--- config.mk ---
export PLATFORM = sky130hd
export DESIGN_NAME = cbgc_merge
export DESIGN_NICKNAME = d
export VERILOG_FILES = /design/src/rtl/cbgc_pkg.sv /design/src/rtl/cbgc_merge.sv
export SDC_FILE = /design/constraint.sdc
export NUM_CORES = 1
export LEC_CHECK = 0
export BUFFER_PORTS_ARGS = -buffer_cell sky130_fd_sc_hd__clkbuf_2
export CAP_MARGIN = 0
export CORE_MARGIN = 2
export CORE_UTILIZATION = 24
export DETAILED_ROUTE_END_ITERATION = 8
export PLACE_DENSITY = 0.38
export SLEW_MARGIN = 0
export SYNTH_ARGS = -nofsm -noshare
export SYNTH_HDL_FRONTEND = slang
export SYNTH_SLANG_ARGS = --single-unit
--- constraint.sdc ---
create_clock -name clk_i -period 4.76 [get_ports clk_i]
set_input_delay 0.952 -clock clk_i [delete_from_list [all_inputs] [get_ports clk_i]]
set_output_delay 0.952 -clock clk_i [all_outputs]
set_load 0.02 [all_outputs]
--- src/rtl/cbgc_pkg.sv ---
// ----------------------------------------------------------------------------
// cbgc_pkg
// shared constants and types for the column border gradient counter
// ----------------------------------------------------------------------------
package cbgc_pkg;

  localparam int unsigned MAX_WIDTH = 2048;
  localparam int unsigned COL_W     = $clog2(MAX_WIDTH);
  localparam int unsigned PIX_W     = 24;
  localparam int unsigned CHAN_W    = 8;
  localparam int unsigned NUM_CHAN  = 3;
  localparam int unsigned COUNT_W   = 12;
  localparam int unsigned ADDR_W    = 3;
  localparam int unsigned DATA_W    = 32;

  // register indexes, taken from paddr[2]
  localparam logic REG_THRESHOLD  = 1'b0;
  localparam logic REG_UPPER_DARK = 1'b1;

  // one column entry: row above, per-channel max step, black-edge flags
  typedef struct packed {
    logic [PIX_W-1:0]    pix;
    logic [PIX_W-1:0]    grad;
    logic [NUM_CHAN-1:0] flag;
  } col_entry_t;

  // stage 1 control handed to the merge stage
  typedef struct packed {
    logic fire;
    logic last;
    logic eor;
  } cbgc_ctrl_t;

endpackage

--- src/rtl/cbgc_merge.sv ---
// ----------------------------------------------------------------------------
// cbgc_merge
// combines the lane verdicts, keeps the running count and the output register
// ----------------------------------------------------------------------------
module cbgc_merge
  import cbgc_pkg::*;
(
  input  logic               clk_i,
  input  logic               rst_ni,
  input  cbgc_ctrl_t         ctrl_i,
  input  logic [NUM_CHAN-1:0] ok_i,
  input  logic               stall_i,
  output logic               out_free_o,
  output logic               valid_o,
  output logic [COUNT_W-1:0] border_count_o
);

  logic [COUNT_W-1:0] total_d, total_q;
  logic [COUNT_W-1:0] count_d, count_q;
  logic               valid_d, valid_q;
  logic               emit;
  logic [COUNT_W-1:0] total_inc;

  assign out_free_o = !valid_q || !stall_i;
  assign emit       = ctrl_i.fire && ctrl_i.last && ctrl_i.eor;

  always_comb begin
    total_inc = total_q;
    // saturate at the top of the count range
    if (ctrl_i.fire && ctrl_i.last && (&ok_i) && (total_q != '1)) begin
      total_inc = total_q + COUNT_W'(1);
    end
    total_d = emit ? '0 : total_inc;
    count_d = emit ? total_inc : count_q;
    valid_d = emit ? 1'b1 : (valid_q && stall_i);
  end

  always_ff @(posedge clk_i or negedge rst_ni) begin
    if (!rst_ni) begin
      total_q <= '0;
      valid_q <= 1'b0;
    end else begin
      total_q <= total_d;
      valid_q <= valid_d;
    end
  end

  always_ff @(posedge clk_i) begin
    count_q <= count_d;
  end

  assign valid_o        = valid_q;
  assign border_count_o = count_q;

endmodule

* Word level (Yosys, flattened, before mapping)
Cells that the tools add are included.
** Word-level totals
- Bits of input ports :: 9
- Bits in registers :: 25
- Output and inout bits :: 14
** Cells by class
- Equal/unequal tests :: 1
- Add/sub/neg operators :: 1
- Reductions and logical operators :: 9
- Muxes and demuxes :: 3
** Operator list (count)
- 2-to-1 mux 12 bit :: 2
- adder 12 x 1 -> 12 bit (second input constant) :: 1
- != test 12 bit (second input constant) :: 1
- logical AND 1 bit :: 5
- AND reduction 3 bit :: 1
- zero test 1 bit :: 2
- logical OR 1 bit :: 1
- 2-to-1 mux 1 bit :: 1

* Logic depth before layout (Yosys ltp)
- Depth after elaboration :: 5
- Mapped depth :: 6
- Depth with buffers taken out :: 5

* Worst setup path after synthesis
No wires, ideal clock.
- Kind :: input port to flip-flop
- Start point :: in ok_i[1]
- End point :: reg count_q[10] (netlist: border_count_o[10]), data pin
- Buffers on the path :: 0
- Data arrival time :: 1934 ps
- Data required time :: 4500 ps
- Slack :: 2566 ps
- Cell stages on the path :: 4
- Cell sequence :: and4_1 -> nand2_1 -> nor3_1 -> mux2_2
** Between the ends
- Word-level cells in the longest chain between the ends :: 4
** RTL lines
- start: declaration :: line cbgc_merge.sv:11 : input logic [NUM_CHAN-1:0] ok_i,
- AND reduction 3 bit :: line cbgc_merge.sv:30 : if (ctrl_i.fire && ctrl_i.last && (&ok_i) && (total_q != '1)) begin
- logical AND 1 bit (2 in a row) :: line cbgc_merge.sv:30
- 2-to-1 mux 12 bit :: line cbgc_merge.sv:30
- named net total_inc[10] :: line cbgc_merge.sv:22 : logic [COUNT_W-1:0] total_inc;
- end signal: assignment :: line cbgc_merge.sv:49 : count_q <= count_d;
- end: declaration :: line cbgc_merge.sv:19 : logic [COUNT_W-1:0] count_d, count_q;
The timed path passes the listed nets, and every way through them passes these cells.
A chain may end at the register's enable or synchronous reset.

* Worst setup path after layout
- Start point :: reg total_q[0]
- End point :: reg count_q[5] (netlist: border_count_o[5]), data pin
** Between the ends
- Word-level cells in the longest chain between the ends :: 3
- Elaborated cells between the ends (all ways) :: 4
- Those cells by class :: add/sub: 1; eq/ne: 1; mux: 1; reduce/logical: 1
** RTL lines
- start: declaration :: line cbgc_merge.sv:18 : logic [COUNT_W-1:0] total_d, total_q;
- start signal: assignment :: line cbgc_merge.sv:43 : total_q <= total_d;
- parallel branches: the longest is 2 deep, another holds adder 12 x 1 -> 12 bit
- 2-to-1 mux 12 bit * :: line cbgc_merge.sv:30
- named net total_inc[5] :: line cbgc_merge.sv:22
Mark *: on every way through the listed nets, which the timed path passes.

==> qor.txt <==
status = complete, no violations
Worst Tran Pin Value = 920 ps
reg2reg path depth = 5
clk root buf = clkbuf_8
hold slack = 513 ps
register area share after synthesis = 59.3%
max_slew headroom = 38.2%
Synth top area share = 31.2%
critical path peak fanout = 10
Syn Area/Cell = 10.9 um2
Crit path required time = 4750 ps
first-pass GRT wire length = 4230 um
initial antenna violation count = 0
cell taking the most area after synthesis = edfxtp_1
largest net degree at the start of global routing = 22
Fin. Hold Viols = 0
Routed Antenna Nets = 0
Final Max Slew Viols = 0
final worst slack = 2440 ps
Cell Chain, Critical Path = ha_1, nand4_1, nor3_1, nor4_1, xor2_1
vias in the first global route = 875
Num CTS Buffers = 3
Reg-to-Reg Start = total_q[0]
P_leak = 0.595 nW
global route overflow = 0
num ports = 23
Slowest-stage cell, CP = nor3_1
Max-cap violations = 0
Post-Syn Area = 0.00116 mm2
# nets final = 141
# hold bufs at CTS = 0
CTS tree = yes
setup TNS = 0 ps
Floorplan Core Area = 0.00469 mm2
IO Port Bufs = 22
Die W = 73.4 um
die area = 0.00539 mm2
Period minus WS final = 2320 ps
critical path startpoint category = flop
Initial DRT Pass Iterations = 4
row count = 25
dpl ws = 2270 ps
commonest non-fill, non-tap cell in the layout = clkbuf_2
Cells after Synth = 106
Final Setup Violations = 0
period utilisation layout = 48.8%
die height = 73.4 um
crit path capture = border_count_o[5]
launch point of the worst path = total_q[0]
TritonCTS Sinks = 25
Via density = 4.68
most frequent cells in the layout = clkbuf_2 (22), nand2_1 (17), dfrtp_1 (13), edfxtp_1 (12), a21oi_1 (9)
Max Root-Sink Buffers = 2
Finished Cell Area = 0.00137 mm2
Setup Skew = 4.13 ps
RSZ-0062 raised after global routing = no
Placer Congestion = 0.727
synth-to-layout area growth = 18.5%
setup bufs post-CTS = 0
synth unique cells = 29
Power Dens Cells = 282 mW/mm2
synthesized net count = 116
Clock Latency Late Sink = 270 ps
cts repair resizes = 0
Yosys warnings = 0
Fmax = 430 MHz
total wire length = 2480 um
total track usage = 10.3%
maximum vdd ir drop = 88.1 uV
diodes inserted = 0
Cell Area, Placed = 0.00133 mm2
post-detail-place hpwl = 1760 um
Min-Delay Path Class = flop to flop
H-tree depth = 1
r2r setup slk = 2440 ps
Initial DRC Count = 45
layout cell share with drive strength beyond 1 = 22.3%
crit path DAT = 2320 ps
Worst setup EP type = flop
Initial Util = 24.6%
clock-pin transition on the worst setup and hold timing paths = 90 ps
crit-path max cell delay = 800 ps
path type of the worst setup path = flop to flop
number of synthesized register bits = 25
Area contributors post-synth = edfxtp_1 (31%), dfrtp_1 (28%), nand2_1 (5.5%), a21oi_1 (3.9%), nand3_1 (3.5%)
vias post-DR = 862
drc violations = 0
Avg WL per Cell = 13.5 um
RR Endpoint = border_count_o[5]
==> power breakdown <==
| part | internal (mW) | leakage, nW | total [mW] | switching (mW) |
|---|---|---|---|---|
| registers | 0.231 | 0.288 | 0.233 | 0.00223 |
| logic | 0.00731 | 0.284 | 0.0243 | 0.0170 |
| clock network | 0.0599 | 0.0228 | 0.129 | 0.0688 |
| total | 0.298 | 0.595 | 0.386 | 0.0880 |
==> sequential cells by signal (all words and copies together), names as in the netlist <==
| signal | cells |
|---|---|
| border_count_o | 12 |
| total_q | 12 |
| valid_o | 1 |
==> area by class of cell <==
cell class | count | area (um2)
flip-flops and latches | 25 | 686
well taps | 54 | 67.6
clock buffers | 4 | 45.0
inverters | 2 | 7.51
fillers | 512 | 3320
repair buffers | 22 | 110
multi-input cells | 77 | 454
==> through the flow <==
stage | total power, mW | utilization, % | cells
after CTS | 0.392 | 29.2 | 184
after global routing | 0.404 | 29.2 | 184
final | 0.386 | 29.2 | 184
after floorplan | 0.250 | - | 106
after detailed placement | 0.263 | 28.2 | 180
after global placement | 0.263 | 28.2 | 180
==> kinds of logic after synthesis <==
group,synth area share [%]
simple gates,24.1
flops,59.3
compound gates,8.23
buf+inv,1.41
mux,3.57
xor+xnor,2.27
fa+ha+maj,1.08
==> synthesized netlist by cell type <==
| library cell | n |
|---|---|
| a21o_1 | 1 |
| mux2_2 | 1 |
| dfrtp_1 | 13 |
| nor3_1 | 4 |
| nand2_1 | 17 |
| nand3_1 | 8 |
| xnor2_1 | 2 |
| edfxtp_1 | 12 |
| a21oi_1 | 9 |
| nor4_1 | 3 |
| buf_2 | 1 |
| and2_1 | 1 |
| nor2_1 | 1 |
| nand2b_1 | 3 |
| or4_1 | 4 |
| and4_1 | 2 |
| mux2i_1 | 3 |
| or3_1 | 3 |
| or2_2 | 1 |
| clkbuf_1 | 1 |
| inv_2 | 1 |
| nand3_2 | 1 |
| o31ai_1 | 3 |
| nand4_1 | 3 |
| inv_1 | 1 |
| and3_1 | 1 |
| ha_1 | 1 |
| o21ai_0 | 4 |
| xor2_1 | 1 |
==> metal layers <==
metal	vias to the layer above	track usage, %	part of all wire (%)
li1	449	-	-
met1	400	13.8	49
met2	11	16.7	48
met3	2	1.23	1.7
met4	0	4.24	1.3
met5	-	0	0
==> worst max-delay path, delay by kind of cell (launching register included) <==
kind	cells	cell delay [ps]
adders and majority gates	1	240
xor gates and xnor gates	1	210
DFF	1	390
and+or+nand+nor	3	1200
==> worst min-delay path by stage <==
stage | startpoint | slack, ps | end | cells past startpoint
final | valid_o | 510 | valid_o | 2
after global routing | valid_o | 540 | valid_o | 2
after CTS | valid_o | 520 | valid_o | 2
after detailed placement | valid_o | 500 | valid_o | 2
after global placement | valid_o | 490 | valid_o | 2
after floorplan | total_q[10] | 540 | total_q[10] | 2
No activity file was read; power rests on OpenSTA's default activity.
