$ cat config.mk
export PLATFORM = sky130hd
export DESIGN_NAME = cbgc_lane
export DESIGN_NICKNAME = d
export VERILOG_FILES = /design/src/rtl/cbgc_pkg.sv /design/src/rtl/cbgc_lane.sv
export SDC_FILE = /design/constraint.sdc
export NUM_CORES = 1
export LEC_CHECK = 0
export BUFFER_PORTS_ARGS = -buffer_cell sky130_fd_sc_hd__buf_2
export CORE_MARGIN = 1.5
export CORE_UTILIZATION = 53
export DETAILED_ROUTE_END_ITERATION = 7
export PLACE_DENSITY = 0.81
export REMOVE_ABC_BUFFERS = 1
export SETUP_SLACK_MARGIN = 0.05
export SYNTH_ARGS = -nofsm -noshare
export SYNTH_HDL_FRONTEND = slang
export SYNTH_SLANG_ARGS = --single-unit
$ cat constraint.sdc
create_clock -name vclk -period 10.5
set_input_delay 2.1 -clock vclk [all_inputs]
set_output_delay 2.1 -clock vclk [all_outputs]
set_load 0.03 [all_outputs]
$ cat src/rtl/cbgc_pkg.sv
// ----------------------------------------------------------------------------
// cbgc_pkg
// shared constants and types for the column border gradient counter
// ----------------------------------------------------------------------------
package cbgc_pkg;

  localparam int unsigned MAX_WIDTH = 2048;
  localparam int unsigned COL_W     = $clog2(MAX_WIDTH);
  localparam int unsigned PIX_W     = 24;
  localparam int unsigned CHAN_W    = 8;
  localparam int unsigned NUM_CHAN  = 3;
  localparam int unsigned COUNT_W   = 12;
  localparam int unsigned ADDR_W    = 3;
  localparam int unsigned DATA_W    = 32;

  // register indexes, taken from paddr[2]
  localparam logic REG_THRESHOLD  = 1'b0;
  localparam logic REG_UPPER_DARK = 1'b1;

  // one column entry: row above, per-channel max step, black-edge flags
  typedef struct packed {
    logic [PIX_W-1:0]    pix;
    logic [PIX_W-1:0]    grad;
    logic [NUM_CHAN-1:0] flag;
  } col_entry_t;

  // stage 1 control handed to the merge stage
  typedef struct packed {
    logic fire;
    logic last;
    logic eor;
  } cbgc_ctrl_t;

endpackage

$ cat src/rtl/cbgc_lane.sv
// ----------------------------------------------------------------------------
// cbgc_lane
// one colour channel: step update, black-edge flag and threshold judgement
// ----------------------------------------------------------------------------
module cbgc_lane
  import cbgc_pkg::*;
(
  input  logic [CHAN_W-1:0] above_i,
  input  logic [CHAN_W-1:0] pix_i,
  input  logic [CHAN_W-1:0] grad_i,
  input  logic              flag_i,
  input  logic              first_row_i,
  input  logic              upper_dark_i,
  input  logic [CHAN_W-1:0] thr_i,
  output logic [CHAN_W-1:0] grad_o,
  output logic              flag_o,
  output logic              ok_o
);

  logic [CHAN_W-1:0] dark;
  logic [CHAN_W-1:0] light;
  logic [CHAN_W-1:0] diff;

  always_comb begin
    dark  = upper_dark_i ? above_i : pix_i;
    light = upper_dark_i ? pix_i : above_i;
    diff  = light - dark;
    if (first_row_i) begin
      grad_o = '0;
      flag_o = 1'b0;
    end else begin
      flag_o = flag_i | ((dark == '0) && (light != '0));
      grad_o = ((light > dark) && (diff > grad_i)) ? diff : grad_i;
    end
    ok_o = flag_o || (grad_o >= thr_i);
  end

endmodule

Word level (Yosys, flattened, before mapping):

Cells that the tools add are included.

* memories: 0
* memory bits (read-only): 0
* register bits: 0
* word-level logic and storage cells: 15
* bits in writable memories: 0
* bits in latches: 0
* output and inout port bits: 10
* input port bits: 35

* magnitude comparators: 3
* div/mod/pow operators: 0
* muxes and demuxes: 5
* reductions and logical operators: 5
* bitwise logic cells: 1
* add/sub/neg operators: 1
* equality and inequality tests: 0
* $mul: 0
* shift operators: 0

Operator list (count)
* $mux W8: 4
* $gt A8 B8 Y1: 2
* $ge A8 B8 Y1: 1
* $logic_not A8 Y1: 1
* $reduce_bool A8 Y1: 1
* $sub A8 B8 Y8: 1
* $logic_and A1 B1 Y1: 2
* $logic_or A1 B1 Y1: 1
* $mux W1: 1
* $or A1 B1 Y1: 1

Logic depth before layout (Yosys ltp):

* depth in word-level cells: 8
* mapped depth: 24
* gate-level depth less buffers: 22

Worst setup path before layout:

Ideal clock, no wire load.

* path type: input to output
* start point: input port upper_dark_i
* end point: output port ok_o
* arrival: 7188 ps
* slack: 1212 ps
* buffers on the path: 3
* stages: 22
* required time: 8400 ps
* cell sequence: buf_2 buf_2 mux2_2 ha_1 fa_1 nand2b_1 a211oi_1 mux2i_1 o311ai_0 ha_1 nand4_1 a21oi_1 or3_1 clkbuf_1 nand3_1 a21oi_1 ha_1 a21o_1 a21o_1 a21oi_1 o21ai_0 a211o_1

* word-level cells in the longest chain between the ends: 8
* elaborated cells on any way between the ends: 15
* classes of those cells: add/sub (1); order compare (3); mux (5); bitwise (1); reduce/logical (5)

RTL lines
* start: declaration: RTL line cbgc_lane.sv:13 `input logic upper_dark_i,`
* $mux W8 (on tied branches): RTL line cbgc_lane.sv:26, cbgc_lane.sv:25
* $sub A8 B8 Y8: RTL line cbgc_lane.sv:27 `diff = light - dark;`
* $gt A8 B8 Y1: RTL line cbgc_lane.sv:33 `grad_o = ((light > dark) && (diff > grad_i)) ? diff : grad_i;`
* $logic_and A1 B1 Y1: RTL line cbgc_lane.sv:33
* $mux W8 (*): RTL line cbgc_lane.sv:33
* $mux W8 (*): RTL line cbgc_lane.sv:28 `if (first_row_i) begin`
* named net grad_o[1]: RTL line cbgc_lane.sv:15 `output logic [CHAN_W-1:0] grad_o,`
* $ge A8 B8 Y1 (*): RTL line cbgc_lane.sv:35 `ok_o = flag_o || (grad_o >= thr_i);`
* $logic_or A1 B1 Y1 (*): RTL line cbgc_lane.sv:35
* end: declaration: RTL line cbgc_lane.sv:17 `output logic ok_o`

Mark *: on every way through the listed nets, which the timed path passes. The rest lies on a longest branch.

Final worst setup path:

* start point: input port upper_dark_i
* end point: output port ok_o

* word-level cells in the longest chain between the ends: 8
* elaborated cells on any way between the ends: 15
* classes of those cells: add/sub (1); order compare (3); mux (5); bitwise (1); reduce/logical (5)

RTL lines (RTL line)
* $mux W8 (on tied branches): cbgc_lane.sv:26, cbgc_lane.sv:25
* $sub A8 B8 Y8: cbgc_lane.sv:27
* $gt A8 B8 Y1: cbgc_lane.sv:33
* $logic_and A1 B1 Y1: cbgc_lane.sv:33
* $mux W8: cbgc_lane.sv:33
* $mux W8: cbgc_lane.sv:28
* $ge A8 B8 Y1: cbgc_lane.sv:35
* $logic_or A1 B1 Y1 (*): cbgc_lane.sv:35

Mark *: on every way between the ends. The rest lies on a longest branch, timed or not.

==> impl_metrics.tcl <==
set metrics [dict create \
    status "completed" \
    wire_per_inst_um 13.0 \
    crit_chain "buf_2 > mux2_2 > ha_1 > fa_1 > nand2b_1 > a211oi_1 > mux2i_1 > o311ai_0 > ha_1 > nand4_1 > a21oi_1 > nor3_4 > nor2_2 > mux2i_1 > ha_1 > nand2b_1 > a21o_1 > a21o_1 > a21oi_1 > o21ai_0 > a211o_1 > buf_2" \
    grt_usage 0.248 \
    setup_violations 0 \
    crit_fanout 20 \
    clock.fmax_mhz 109 \
    worst_pin_slew_ns 0.508 \
    finalNetCount 269 \
    overflow 0 \
    critPathCapture "ok_o" \
    cp-start-kind "primary input" \
    path_buf_inv 2 \
    post_cts_buffers 0 \
    vias_per_cell 5.87 \
    p_per_area_nw_per_um2 85.8 \
    period_share 0.874 \
    cp_top_family "compound AO/OA/AOI/OAI gates" \
    drc 0 \
    critPathKind "primary input to output pin" \
    rows 17 \
    dpl.hpwl_mm 2.71 \
    finalSetupTns_ns 0 \
    drv_cap 0 \
    yosys_warnings 0 \
    portBuffers 45 \
    crit_arrival_ns 7.08 \
    layout_min_cycle_time_ns 9.18 \
    die_x_um 51.2 \
    syn_area_um2 1230 \
    leakage_nw 0.778 \
    first_global_vias 1303 \
    synthDistinctLibCells 41 \
    syn_avg_cell_area_um2 7.36 \
    ant_nets 0 \
    wirelength_mm 3.06 \
    cpMostUsedCell "ha_1" \
    ir_drop_mv 0.0521 \
    num_vias 1386 \
    syn_inst 167 \
    rsz0062_at_grt "no" \
    place_congestion 0.891 \
    final_hold_viol_count 0 \
    antenna_found_initial 0 \
    drv_slew 0 \
    area.sequential_um2 0 \
    start_util 0.561 \
    nFlopsAndLatches 0 \
    drive_gt1_frac 0.279 \
    n_antenna_cell 0 \
    yosysSeqAreaShare 0 \
    holdCritPathClass "primary input to output pin" \
    syn_to_final_growth_pct 19.6 \
    num_io_pins 45 \
    grt_max_degree 21 \
    cts_hold_buf 0 \
    first_pass_iters 4 \
    nClkBuffers 0 \
    p_total_uw 126 \
    cp.required_ns 8.40 \
    endpoint_kind "output pin" \
    cts_resized 0 \
    cp.depth 22 \
    startpoint "upper_dark_i" \
    core_area_um2 2190 \
    slowest_stage "fa_1" \
    die_h_um 51.2 \
    critPathMaxStageDelay_ns 0.40 \
    grt_first_pass_wirelength_mm 5.23 \
    die_area_um2 2620 \
    relSlewSlack 0.657 \
    drtIter0Drc 31 \
]
==> placed cells by master, fill, tap and decap left out, types with 3 or more instances in the layout <==
master / count
nor2_1: 13
buf_2: 45
o21a_1: 3
nand4_1: 3
ha_1: 23
nor3_1: 4
nor2b_1: 5
o21ai_0: 10
o211ai_1: 3
mux2i_1: 10
a211o_1: 3
nand3_1: 6
a21oi_1: 14
mux2_2: 6
nand2_1: 3
nand2b_1: 4
inv_1: 20
a21o_1: 4
==> layer usage <==
layer | wire [um] | GRT usage | vias up
li1 | - | - | 698
met1 | 1350 | 0.296 | 627
met2 | 1500 | 0.489 | 55
met3 | 179 | 0.00877 | 6
met4 | 36 | 0.0405 | 0
met5 | 0 | 0 | -
==> through the flow <==
step           hold WS [ns]  instances  worst slack (ns)  utilization  cell area (um^2)
6_report               4.63        236              1.32        0.672              1470
5_1_grt                4.66        236              1.04        0.672              1470
4_1_cts                4.64        236              1.33        0.672              1470
3_5_place_dp           4.63        236              1.34        0.672              1470
3_3_place_gp           4.63        236              1.49        0.672              1470
2_1_floorplan          4.32        163              1.80            -              1210
==> report_power, final <==
group / total, mW / switching (mW) / leakage [nW] / internal, mW
sequential: 0 / 0 / 0 / 0
clock: 0 / 0 / 0 / 0
combinational: 0.126 / 0.0745 / 0.778 / 0.0517
total: 0.126 / 0.0745 / 0.778 / 0.0517
==> cell usage after synthesis, drive strengths merged <==
library cell,instances,area (um^2)
o22ai,1,6.26
and2b,1,7.51
a21o,4,30.0
and2,2,12.5
and3,1,6.26
a211o,3,26.3
buf,3,15.0
o211ai,3,22.5
or4,2,15.0
a21oi,15,78.8
a211oi,2,15.0
fa,1,20.0
mux2,7,82.6
nor3,5,36.3
o311a,1,21.3
or3,2,12.5
nor2b,5,31.3
a31oi,1,6.26
nand2,3,11.3
xor2,1,16.3
inv,20,75.1
nor4,2,12.5
o31ai,1,7.51
nand4,3,18.8
and4,1,8.76
ha,23,288
o21a,3,22.5
nor2,14,55.1
nand2b,4,25.0
clkbuf,1,3.75
nand3,6,30.0
nand4b,1,8.76
o311ai,2,17.5
o21ai,11,66.3
xnor2,2,17.5
mux2i,10,100
==> how the worst min path moves through the flow <==
stage,start,to,slack [ns],cells after the start
4_1_cts,grad_i[1],grad_o[1],4.64,4
2_1_floorplan,first_row_i,flag_o,4.32,1
3_3_place_gp,grad_i[2],grad_o[2],4.63,4
3_5_place_dp,grad_i[1],grad_o[1],4.63,4
5_1_grt,grad_i[4],grad_o[4],4.66,4
6_report,grad_i[1],grad_o[1],4.63,4
==> final cells by class <==
class              count  area [um^2]
fillers              190          719
well taps             28         35.0
inverters             20         75.1
repair buffers        45          225
multi-input cells    143         1140
==> cell families (layout without fill, tap and decap cells) <==
family	after synthesis	in the layout	synth area share
buf+inv	24	65	0.0763
simple gates	52	52	0.237
xor+xnor	3	3	0.0275
compound gates	47	47	0.260
fa+ha+maj	24	24	0.250
mux	17	17	0.149
No activity file was read; power rests on OpenSTA's default activity.
